[src/hw/rtl/bpq_pkg.sv]
// Package for the bounded priority queue.
// Holds operation and status codes, field widths and the default capacity.
// No dependencies.
package bpq_pkg;

	localparam int unsigned DEPTH_DEF = 8;

	localparam int unsigned OP_W      = 2;
	localparam int unsigned DATA_W    = 32;
	localparam int unsigned PRIO_W    = 4;
	localparam int unsigned STS_W     = 2;
	localparam int unsigned CNT_OUT_W = 4;

	localparam logic [OP_W-1:0] OP_ENQ   = 2'd0;
	localparam logic [OP_W-1:0] OP_DEQ   = 2'd1;
	localparam logic [OP_W-1:0] OP_PEEK  = 2'd2;
	localparam logic [OP_W-1:0] OP_CLEAR = 2'd3;

	localparam logic [STS_W-1:0] STS_OK    = 2'd0;
	localparam logic [STS_W-1:0] STS_FULL  = 2'd1;
	localparam logic [STS_W-1:0] STS_EMPTY = 2'd2;

endpackage

[src/hw/rtl/bpq_if.sv]
// Channel interfaces for the bounded priority queue: request and response.
// Depends on bpq_pkg for the field widths.
interface bpq_req_if import bpq_pkg::*; ();
	logic                     valid;
	logic                     ready;
	logic [OP_W-1:0]          opcode;
	logic signed [DATA_W-1:0] data_in;
	logic [PRIO_W-1:0]        prio_in;

	modport source (output valid, opcode, data_in, prio_in, input ready);
	modport sink (input valid, opcode, data_in, prio_in, output ready);
endinterface

interface bpq_rsp_if import bpq_pkg::*; ();
	logic                     valid;
	logic                     ready;
	logic [STS_W-1:0]         status;
	logic signed [DATA_W-1:0] data_out;
	logic [CNT_OUT_W-1:0]     count_out;

	modport source (output valid, status, data_out, count_out, input ready);
	modport sink (input valid, status, data_out, count_out, output ready);
endinterface

[src/hw/rtl/bpq_ram.sv]
// Generic simple dual-port RAM: one write port and one registered read port.
// No dependencies.
module bpq_ram #(
	parameter int unsigned WIDTH = 36,
	parameter int unsigned DEPTH = 8
) (
	input  logic                     clk,
	input  logic                     wr_en,
	input  logic [$clog2(DEPTH)-1:0] wr_addr,
	input  logic [WIDTH-1:0]         wr_data,
	input  logic                     rd_en,
	input  logic [$clog2(DEPTH)-1:0] rd_addr,
	output logic [WIDTH-1:0]         rd_data
);

	logic [WIDTH-1:0] mem_q [DEPTH];
	logic [WIDTH-1:0] rd_data_q;

	always_ff @(posedge clk) begin
		if (wr_en) begin
			mem_q[wr_addr] <= wr_data;
		end
		if (rd_en) begin
			rd_data_q <= mem_q[rd_addr];
		end
	end

	assign rd_data = rd_data_q;

endmodule

[src/hw/rtl/bounded_priority_queue_top.sv]
// Top level of the bounded priority queue, with entries held in one RAM.
// Depends on bpq_pkg, the bpq_req_if and bpq_rsp_if interfaces and bpq_ram.
//
// The queue holds up to DEPTH entries in arrival order in a single RAM with a
// registered read port, and works on one item at a time. Each result goes to a
// pending register when its work ends and moves to the output register when
// that register is empty or its result is taken. The input stays closed while
// a result waits in the pending register. A dequeue scans the held entries in
// the RAM, one read per cycle, for the one of highest priority. It then moves
// each younger entry down one place, one read and one write per cycle. While
// the output register holds a result that has not been taken, one more item is
// taken and its result waits in the pending register.
module bounded_priority_queue_top import bpq_pkg::*; #(
	parameter int unsigned DEPTH = DEPTH_DEF
) (
	input logic       clk,
	input logic       arst_n,
	bpq_req_if.sink   req,
	bpq_rsp_if.source rsp
);

	localparam int unsigned AW  = $clog2(DEPTH);
	localparam int unsigned CW  = $clog2(DEPTH + 1);
	localparam int unsigned EW  = DATA_W + PRIO_W;
	localparam int unsigned CXW = (CW > CNT_OUT_W) ? CW : CNT_OUT_W;

	localparam logic [1:0] S_IDLE  = 2'd0;
	localparam logic [1:0] S_PEEK  = 2'd1;
	localparam logic [1:0] S_SCAN  = 2'd2;
	localparam logic [1:0] S_SHIFT = 2'd3;

	logic [1:0]        state_q;
	logic [CW-1:0]     count_q;
	logic [CW-1:0]     rd_ptr_q;
	logic              rv_q;
	logic [AW-1:0]     ridx_q;
	logic [AW-1:0]     best_idx_q;
	logic [PRIO_W-1:0] best_prio_q;
	logic [DATA_W-1:0] best_val_q;

	logic              p_v_q;
	logic [STS_W-1:0]  p_status_q;
	logic [DATA_W-1:0] p_data_q;
	logic [CW-1:0]     p_count_q;
	logic              o_v_q;
	logic [STS_W-1:0]  o_status_q;
	logic [DATA_W-1:0] o_data_q;
	logic [CW-1:0]     o_count_q;

	logic              wr_en;
	logic [AW-1:0]     wr_addr;
	logic [EW-1:0]     wr_data;
	logic              rd_en;
	logic [AW-1:0]     rd_addr;
	logic [EW-1:0]     rd_data;

	logic              accept;
	logic              out_free;
	logic              scan_end;
	logic              take;
	logic [PRIO_W-1:0] rd_prio;
	logic              res_load;
	logic [STS_W-1:0]  res_status;
	logic [DATA_W-1:0] res_data;
	logic [CW-1:0]     res_count;
	logic [CXW-1:0]    count_x;

	bpq_ram #(
		.WIDTH (EW),
		.DEPTH (DEPTH)
	) u_ram (
		.clk     (clk),
		.wr_en   (wr_en),
		.wr_addr (wr_addr),
		.wr_data (wr_data),
		.rd_en   (rd_en),
		.rd_addr (rd_addr),
		.rd_data (rd_data)
	);

	assign accept   = req.valid && req.ready;
	assign out_free = !o_v_q || rsp.ready;
	assign scan_end = (rd_ptr_q == count_q) && !rv_q;
	assign rd_prio  = rd_data[EW-1:DATA_W];
	assign take     = rv_q && ((ridx_q == '0) || (rd_prio > best_prio_q));

	always_comb begin
		wr_en      = 1'b0;
		wr_addr    = '0;
		wr_data    = {req.prio_in, req.data_in};
		rd_en      = 1'b0;
		rd_addr    = '0;
		res_load   = 1'b0;
		res_status = STS_OK;
		res_data   = '0;
		res_count  = count_q;
		case (state_q)
			S_IDLE: begin
				if (accept) begin
					case (req.opcode)
						OP_ENQ: begin
							res_load = 1'b1;
							if (count_q >= CW'(DEPTH)) begin
								res_status = STS_FULL;
							end else begin
								wr_en     = 1'b1;
								wr_addr   = count_q[AW-1:0];
								res_count = count_q + 1'b1;
							end
						end
						OP_DEQ: begin
							if (count_q == '0) begin
								res_load   = 1'b1;
								res_status = STS_EMPTY;
							end
						end
						OP_PEEK: begin
							if (count_q == '0) begin
								res_load   = 1'b1;
								res_status = STS_EMPTY;
							end else begin
								rd_en = 1'b1;
							end
						end
						default: begin
							res_load  = 1'b1;
							res_count = '0;
						end
					endcase
				end
			end
			S_PEEK: begin
				res_load = 1'b1;
				res_data = rd_data[DATA_W-1:0];
			end
			S_SCAN: begin
				if (rd_ptr_q < count_q) begin
					rd_en   = 1'b1;
					rd_addr = rd_ptr_q[AW-1:0];
				end
			end
			S_SHIFT: begin
				if (rd_ptr_q < count_q) begin
					rd_en   = 1'b1;
					rd_addr = rd_ptr_q[AW-1:0];
				end
				if (rv_q) begin
					wr_en   = 1'b1;
					wr_addr = ridx_q - 1'b1;
					wr_data = rd_data;
				end
				if (scan_end) begin
					res_load  = 1'b1;
					res_data  = best_val_q;
					res_count = count_q - 1'b1;
				end
			end
			default: begin
			end
		endcase
	end

	always_ff @(posedge clk or negedge arst_n) begin
		if (!arst_n) begin
			state_q  <= S_IDLE;
			count_q  <= '0;
			rd_ptr_q <= '0;
			rv_q     <= 1'b0;
			p_v_q    <= 1'b0;
			o_v_q    <= 1'b0;
		end else begin
			rv_q <= rd_en;
			if (rd_en) begin
				rd_ptr_q <= rd_ptr_q + 1'b1;
			end
			if (res_load) begin
				count_q <= res_count;
			end
			case (state_q)
				S_IDLE: begin
					if (accept && (count_q != '0)) begin
						if (req.opcode == OP_DEQ) begin
							state_q  <= S_SCAN;
							rd_ptr_q <= '0;
						end else if (req.opcode == OP_PEEK) begin
							state_q <= S_PEEK;
						end
					end
				end
				S_PEEK: begin
					state_q <= S_IDLE;
				end
				S_SCAN: begin
					if (scan_end) begin
						state_q  <= S_SHIFT;
						rd_ptr_q <= CW'(best_idx_q) + 1'b1;
					end
				end
				S_SHIFT: begin
					if (scan_end) begin
						state_q <= S_IDLE;
					end
				end
				default: begin
					state_q <= S_IDLE;
				end
			endcase
			p_v_q <= res_load || (p_v_q && !out_free);
			if (p_v_q && out_free) begin
				o_v_q <= 1'b1;
			end else if (rsp.ready) begin
				o_v_q <= 1'b0;
			end
		end
	end

	always_ff @(posedge clk) begin
		ridx_q <= rd_addr;
		if ((state_q == S_SCAN) && take) begin
			best_idx_q  <= ridx_q;
			best_prio_q <= rd_prio;
			best_val_q  <= rd_data[DATA_W-1:0];
		end
		if (res_load) begin
			p_status_q <= res_status;
			p_data_q   <= res_data;
			p_count_q  <= res_count;
		end
		if (p_v_q && out_free) begin
			o_status_q <= p_status_q;
			o_data_q   <= p_data_q;
			o_count_q  <= p_count_q;
		end
	end

	assign count_x = CXW'(o_count_q);

	assign req.ready     = (state_q == S_IDLE) && !p_v_q;
	assign rsp.valid     = o_v_q;
	assign rsp.status    = o_status_q;
	assign rsp.data_out  = o_data_q;
	assign rsp.count_out = count_x[CNT_OUT_W-1:0];

endmodule
[src/flat_wrapper.sv]
// flat-port wrapper written by rule: the top's interface ports become plain ports
module bounded_priority_queue_top_flat import bpq_pkg::*;
#(
	parameter int unsigned DEPTH = DEPTH_DEF
)
  (clk, arst_n, req_valid, req_opcode, req_data_in, req_prio_in, req_ready, rsp_valid, rsp_status, rsp_data_out, rsp_count_out, rsp_ready);
  bpq_req_if req_i ();
  bpq_rsp_if rsp_i ();
  input logic clk;
  input logic arst_n;
  input wire logic [$bits(req_i.valid)-1:0] req_valid;
  input wire logic [$bits(req_i.opcode)-1:0] req_opcode;
  input wire logic [$bits(req_i.data_in)-1:0] req_data_in;
  input wire logic [$bits(req_i.prio_in)-1:0] req_prio_in;
  output wire logic [$bits(req_i.ready)-1:0] req_ready;
  output wire logic [$bits(rsp_i.valid)-1:0] rsp_valid;
  output wire logic [$bits(rsp_i.status)-1:0] rsp_status;
  output wire logic [$bits(rsp_i.data_out)-1:0] rsp_data_out;
  output wire logic [$bits(rsp_i.count_out)-1:0] rsp_count_out;
  input wire logic [$bits(rsp_i.ready)-1:0] rsp_ready;
  assign req_i.valid = req_valid;
  assign req_i.opcode = req_opcode;
  assign req_i.data_in = req_data_in;
  assign req_i.prio_in = req_prio_in;
  assign req_ready = req_i.ready;
  assign rsp_valid = rsp_i.valid;
  assign rsp_status = rsp_i.status;
  assign rsp_data_out = rsp_i.data_out;
  assign rsp_count_out = rsp_i.count_out;
  assign rsp_i.ready = rsp_ready;
  bounded_priority_queue_top #(.DEPTH(DEPTH)) u_core (.clk(clk), .arst_n(arst_n), .req(req_i), .rsp(rsp_i));
endmodule
[config.mk]
export PLATFORM = sky130hd
export DESIGN_NAME = bounded_priority_queue_top_flat
export DESIGN_NICKNAME = d
export VERILOG_FILES = /design/src/hw/rtl/bpq_pkg.sv /design/src/hw/rtl/bpq_if.sv /design/src/hw/rtl/bpq_ram.sv /design/src/hw/rtl/bounded_priority_queue_top.sv /design/src/flat_wrapper.sv
export SDC_FILE = /design/constraint.sdc
export NUM_CORES = 1
export LEC_CHECK = 0
export ABC_AREA = 1
export BUFFER_PORTS_ARGS = -buffer_cell sky130_fd_sc_hd__buf_2
export CORE_MARGIN = 3
export CORE_UTILIZATION = 65
export DETAILED_ROUTE_END_ITERATION = 10
export PLACE_DENSITY = 0.83
export SETUP_SLACK_MARGIN = 0.3
export SYNTH_ARGS = -nofsm -noshare
export SYNTH_HDL_FRONTEND = slang
export SYNTH_SLANG_ARGS = --single-unit
[constraint.sdc]
create_clock -name clk -period 10.8 [get_ports clk]
set_input_delay 0 -clock clk [delete_from_list [all_inputs] [get_ports clk]]
set_output_delay 0 -clock clk [all_outputs]
set_load 0.01 [all_outputs]
==> summary.txt, run 1 <==
Cells and area
  – Multi-input logic area: 0.00465 mm2
  – Sequential cell area: 0.0136 mm2
  – Nets: 2005
  – Area Overhead vs Synth: 10.6%
  – Fraction of final layout cells sized beyond drive strength 1: 0.0929
  – Ant diodes: 0
  – FILL cells: 1934
  – Most frequent cells in the layout: 533 x nand2_1, 439 x edfxtp_1, 300 x inv_1
  – Most common cell after layout, fill and taps aside: nand2_1
  – Non-Filler Instances: 2359

Min path
  – WHS Path Cells: 3
  – Hold worst-path end: u_core.u_ram.mem_q[4][2]
  – HP Start: req_data_in[2]
  – HP Class: in2reg

Clock tree
  – H-Tree Depth: 2
  – Clock net sink count: 455
  – Clock transition at path regs: 0.06 ns
  – CTS tree: done
  – Hold buffers post-CTS: 7
  – Num CTS Buffers: 45
  – CTS max path bufs: 3
  – Cts repair resizes: 0
  – Root buffer cell: clkbuf_16
  – Postcts setup bufs: 0
  – Clk_lat worst skew: 0.54 ns

Setup path
  – Critical-path top delay cell: buf_4
  – R2R cell count: 14
  – Register-to-register setup slack: 6.30 ns
  – Critical Path End Type: register
  – Largest stage delay, worst path: 0.86 ns
  – Crit Reg-Reg Startpoint: u_core.rd_ptr_q[0]
  – Startpoint class of the critical path: register
  – Worst R2R End: u_core.u_ram.rd_data[27]
  – Worst Path Required: 11.08 ns
  – Crit path arrival time: 4.78 ns
  – Crit-path cells: buf_4 > inv_2 > ha_1 > inv_1 > nand4_1 > buf_4 > nand4_1 > buf_4 > buf_4 > nand2_1 > nand3_1 > nand2_1 > nand2_1 > nand2_1
  – Critical path type: reg2reg
  – Crit path max fanout: 94

GRT
  – Largest net degree at the start of global routing: 95
  – First-pass GRT wire length: 70500 um
  – Initial antenna violation count: 0
  – Vias in the first global route: 13500
  – Total GRT Usage: 0.272
  – Total gr overflow: 0

Power and ir drop
  – Leak: 0.00962 uW
  – Clock power frac: 0.290
  – P_sw: 1610 uW
  – Int Power: 3400 uW
  – Worst vdd rail ir drop: 0.130 mV
  – Switch share: 0.321
  – P per Cell Area: 229 mW/mm2
  – Sequential share of power: 0.476
  – Logic pwr share: 0.233

Logic synthesis
  – Mapped Avg Cell Area: 10.6 um2
  – Syn nets: 1934
  – Register area share after synthesis: 0.687
  – Synth warn: 0
  – #FFs+latches synth: 455
  – Unique cell type count in the Yosys netlist: 32
  – Synthesized instance count: 1868
  – Netlist Area Pre-Place: 0.0198 mm2

STA
  – Worst slew pin tran: 1.10 ns
  – Final slew viol count: 0
  – Period Utilization, post-route: 0.417
  – RSZ-0062 raised after global routing: no
  – Final-report hold violation count: 0
  – Final setup violation count: 0
  – Final worst path period need: 4.50 ns
  – Setup WS post-layout: 6.30 ns
  – Setup TNS Final: 0 ns
  – Slew headroom: 0.262
  – Max frequency: 222 MHz
  – Hold WS: 0.0373 ns
  – Worst Skew: 0.0207 ns

Routing
  – ANT nets after route: 0
  – Vias/cell: 5.72
  – Post-Route WL: 44800 um
  – DRT iter0 DRCs: 1664
  – Routed length per instance: 19.0 um
  – Via total after detailed routing: 13500
  – Initial DRT Pass Iterations: 5
  – Residual DRC: 0

Place
  – Placed instance count: 2275
  – Dpl hpwl: 23600 um
  – PortBufs: 81
  – Dpl ws: 6.50 ns
  – GP Congestion: 0.841

Floorplanning
  – Die W: 180 um
  – Core area: 0.0298 mm2
  – Die height: 180 um
  – IO Count: 82
  – Initial core utilization: 0.663
  – DIE AREA: 0.0325 mm2
  – Row cnt: 63

Status
  – Status: complete, no violations

Job
  – Max-cap violations: 0
through the flow:
stage,cell area [um2],utilization,total power [uW]
final,21900,0.733,5010
after floorplan,19800,-,3160
after global placement,20400,0.686,3500
after detailed placement,20400,0.686,3560
after global routing,21900,0.733,5230
after CTS,21900,0.733,5000
sequential cells by signal, indices dropped and copies added (netlist names):
| name | flops |
|---|---|
| u_core.rd_ptr_q | 4 |
| u_core.rsp.valid | 1 |
| u_core.u_ram.mem_q | 288 |
| u_core.rv_q | 1 |
| u_core.count_q | 4 |
| u_core.best_val_q | 32 |
| u_core.ridx_q | 3 |
| u_core.u_ram.rd_data | 36 |
| u_core.p_status_q | 2 |
| u_core.rsp.count_out | 4 |
| u_core.rsp.status | 2 |
| u_core.p_v_q | 1 |
| u_core.p_count_q | 4 |
| u_core.state_q | 2 |
| u_core.best_prio_q | 4 |
| u_core.p_data_q | 32 |
| u_core.best_idx_q | 3 |
| u_core.rsp.data_out | 32 |
worst max-delay path by stage:
stage	startpoint	end	slack, ns	depth (start not counted)
after floorplan	u_core.u_ram.rd_data[35]	u_core.best_idx_q[0]	6.67	5
after global placement	u_core.count_q[3]	u_core.u_ram.rd_data[14]	6.57	12
after detailed placement	u_core.rd_ptr_q[0]	u_core.u_ram.rd_data[27]	6.50	14
after CTS	u_core.rd_ptr_q[0]	u_core.u_ram.rd_data[27]	6.43	14
after global routing	u_core.count_q[3]	u_core.u_ram.rd_data[12]	6.12	13
final	u_core.rd_ptr_q[0]	u_core.u_ram.rd_data[27]	6.30	14
final cells by class:
cell class	instances	share of cell area
Inverter	304	0.0522
Tap cell	390	0.0223
Clock buffer	60	0.0555
Clock inverter	17	0.00630
Sequential cell	455	0.621
Timing Repair Buffer	112	0.0300
Multi-Input combinational cell	1021	0.213
cells by family after synthesis:
group	synth area share
buffers and inverters	0.0830
adder cells (fa/ha/maj)	0.0152
flip-flops	0.687
AO/OA/AOI/OAI	0.0251
XOR/XNOR	0.00133
AND/OR/NAND/NOR	0.188
critical path: cells and delay by family, from the launching register on:
family / cells / cell delay, ns
buf+inv: 6 / 2.64
flops: 1 / 0.34
simple gates: 7 / 0.87
fa+ha+maj: 1 / 0.24
power groups by stage:
stage / clock network (uW) / logic [uW] / registers (uW)
floorplan: 0 / 735 / 2420
global placement: 0 / 1090 / 2410
detailed placement: 0 / 1140 / 2420
CTS: 1470 / 1150 / 2390
global route: 1540 / 1280 / 2410
finish: 1450 / 1170 / 2390
metal layers:
layer  global-route usage  wire, um
met5                    0         0
met4                0.103      1520
met3               0.0375      4280
met2                0.470     22400
met1                0.356     16600
synth_stat cells:
cell,instances,area [um2]
a21boi_0,1,7.51
a21oi_1,8,40.0
a22oi_1,1,7.51
a31oi_1,1,6.26
and2_1,1,6.26
buf_1,1,3.75
buf_2,33,165
buf_4,4,30.0
buf_6,15,169
clkbuf_1,35,131
clkinv_1,1,3.75
dfrtp_1,13,325
dfxtp_1,3,60.1
edfxtp_1,439,13200
ha_1,24,300
inv_1,301,1130
inv_2,2,7.51
nand2_1,534,2000
nand2_2,1,6.26
nand3_1,101,505
nand3b_1,1,7.51
nand4_1,78,488
nor2_1,171,642
nor2_2,3,18.8
nor2_4,1,11.3
nor3_1,5,25.0
nor4_1,1,6.26
o211ai_1,1,7.51
o21ai_0,84,420
o31ai_1,1,7.51
xnor2_1,1,8.76
xor2_1,2,17.5
(Power assumes the default switching activity.)
==> run 2, diff against run 1 <==
Settings changed: CORE_UTILIZATION 65 to 56, PLACE_DENSITY 0.83 to 0.76.
Clock period 10.8 ns to 3.8 ns, I/O delays scaled along.
==> run 2 against run 1 <==
Maximum frequency increased by 44%. Setup slack got worse by 5.6 ns. Register-to-register slack worse by 5.6 ns. First-iteration DRC count fell by 17%. Via count decreased by 2.8%. Final cell count up 3.1%. Flip-flop and latch count did not move.
==> summary.txt, run 2 (synthesis gave the netlist of run 1 again) <==
Cells and area
  – Max reg flops: 288
  – Top reg by flops: u_core.u_ram.mem_q
  – Ant diodes: 0
  – Most frequent cells in the layout: 533 x nand2_1, 439 x edfxtp_1, 300 x inv_1
  – Non-Filler Instances: 2433
  – Fraction of final layout cells sized beyond drive strength 1: 0.0945
  – Design Area, Final: 0.0221 mm2
  – Area Overhead vs Synth: 11.9%
  – Nets: 2015
  – Most common cell after layout, fill and taps aside: nand2_1

Setup path
  – Crit path arrival time: 3.55 ns
  – R2R cell count: 12
  – Startpoint class of the critical path: register
  – Crit path max fanout: 50
  – Critical path type: reg2reg
  – Worst Path Required: 4.22 ns
  – Critical Path End Type: register

Routing
  – Top layer reached by signal wires: met4
  – Residual DRC: 0
  – Via total after detailed routing: 13100
  – Vias/cell: 5.39
  – Post-Route WL: 44000 um
  – DRT iter0 DRCs: 1381
  – ANT nets after route: 0
  – WL met1: 18400 um
  – Routed length per instance: 18.1 um
  – Met3 wire length: 3560 um
  – Detail Route met2 WL: 21000 um
  – Initial DRT Pass Iterations: 6

Power and ir drop
  – P_sw: 4570 uW
  – Worst vdd rail ir drop: 0.694 mV
  – Clock power frac: 0.288
  – Switch share: 0.320
  – P per Cell Area: 646 mW/mm2
  – Logic pwr share: 0.237
  – Int Power: 9710 uW
  – Leak: 0.00969 uW
  – Sequential share of power: 0.474

STA
  – Setup WS post-layout: 0.671 ns
  – Final-report hold violation count: 0
  – Final slew viol count: 0
  – Max frequency: 320 MHz
  – Final worst path period need: 3.13 ns
  – Worst Skew: 0.0248 ns
  – RSZ-0062 raised after global routing: no
  – Slew headroom: 0.206
  – Final setup violation count: 0
  – Worst slew pin tran: 1.18 ns
  – Setup TNS Final: 0 ns
  – Hold WS: 0.0431 ns
  – Period Utilization, post-route: 0.823

Job
  – Max-cap violations: 0

GRT
  – First-pass GRT wire length: 68600 um
  – Largest net degree at the start of global routing: 77
  – Vias in the first global route: 12600
  – Total gr overflow: 0
  – Initial antenna violation count: 0
  – Total GRT Usage: 0.230

Clock tree
  – Clock net sink count: 455
  – CTS tree: done
  – Clk_lat worst skew: 0.55 ns
  – CTS max path bufs: 3
  – Cts repair resizes: 0
  – Num CTS Buffers: 45
  – Postcts setup bufs: 0
  – H-Tree Depth: 2
  – Root buffer cell: clkbuf_16
  – Clock transition at path regs: 0.06 ns

Floorplanning
  – Die W: 194 um
  – DIE AREA: 0.0376 mm2
  – Initial core utilization: 0.570
  – Die height: 194 um
  – Core area: 0.0346 mm2
  – IO Count: 82
  – Row cnt: 68

Place
  – Dpl ws: 0.737 ns
  – Placed instance count: 2348
  – GP Congestion: 0.855
  – PortBufs: 81
  – Dpl hpwl: 24700 um
  – Placed Instance Area: 0.0207 mm2

Min path
  – HP Class: in2reg
  – WHS Path Cells: 5

Status
  – Status: complete, no violations
run 2: cell types whose count changed in the layout (fill, tap and decap cells not counted):
cell           change
clkinv_1           -2
bufinv_16          -1
clkbuf_16          +1
buf_4              +1
dlygate4sd3_1      +2
nor3_4             +1
clkinv_2           -5
clkinvlp_4         +1
buf_12             +7
nor3_2             -1
clkbuf_1           +5
run 2: layout make-up:
class	instances	area (um2)
repair buffers	122	823
inverters	304	1140
flip-flops and latches	455	13600
well taps	455	569
multi-input cells	1021	4650
clock buffers	66	1260
fillers	2572	12500
clock inverters	10	82.6
run 2: layer usage:
| metal | up-vias | GRT usage |
|---|---|---|
| met5 | - | 0 |
| met3 | 75 | 0.0337 |
| met1 | 6230 | 0.317 |
| met4 | 0 | 0.0731 |
| met2 | 559 | 0.382 |
| li1 | 6251 | - |
run 2: power groups by stage:
stage / combinational (uW) / clock (uW) / sequential, uW
finish: 3390 / 4120 / 6780
global route: 3730 / 4360 / 6840
CTS: 3380 / 4170 / 6780
detailed placement: 3350 / 0 / 6870
global placement: 3290 / 0 / 6850
floorplan: 2090 / 0 / 6890
run 2: path summary, 6_finish.rpt:
path | slack (ns) | start | to
worst max register to register | 0.67 | u_core.count_q[3] | u_core.u_ram.rd_data[19]
max in group asynchronous | 2.71 | arst_n | u_core.rd_ptr_q[0]
worst min register to register | 0.42 | u_core.p_data_q[3] | u_core.rsp.data_out[3]
min in group asynchronous | 0.61 | arst_n | u_core.rd_ptr_q[1]
worst min-delay path | 0.04 | req_opcode[0] | u_core.state_q[0]
worst max-delay path | 0.67 | u_core.count_q[3] | u_core.u_ram.rd_data[19]
run 2: critical path, cell delays in order, from the launching register on:
cell and delay (ns):
dfrtp_1 0.46, clkinv_1 0.28, ha_1 0.40, nand2_1 0.10
nand3_1 0.13, nor2_4 0.18, nand3_4 0.52, buf_12 0.42
nor2_1 0.16, nand2_1 0.11, nand2_1 0.08, nand2_1 0.04
nand2_1 0.09
run 2: stage by stage:
stage               utilization  total power, uW
floorplan                     -             8980
global placement          0.597            10100
detailed placement        0.597            10200
CTS                       0.638            14300
global route              0.638            14900
finish                    0.638            14300
run 2: repair_timing:
item	CTS	global route
hold buffers	9	0
hold endpoints to repair	56	0
endpoints found under the setup margin	0	0
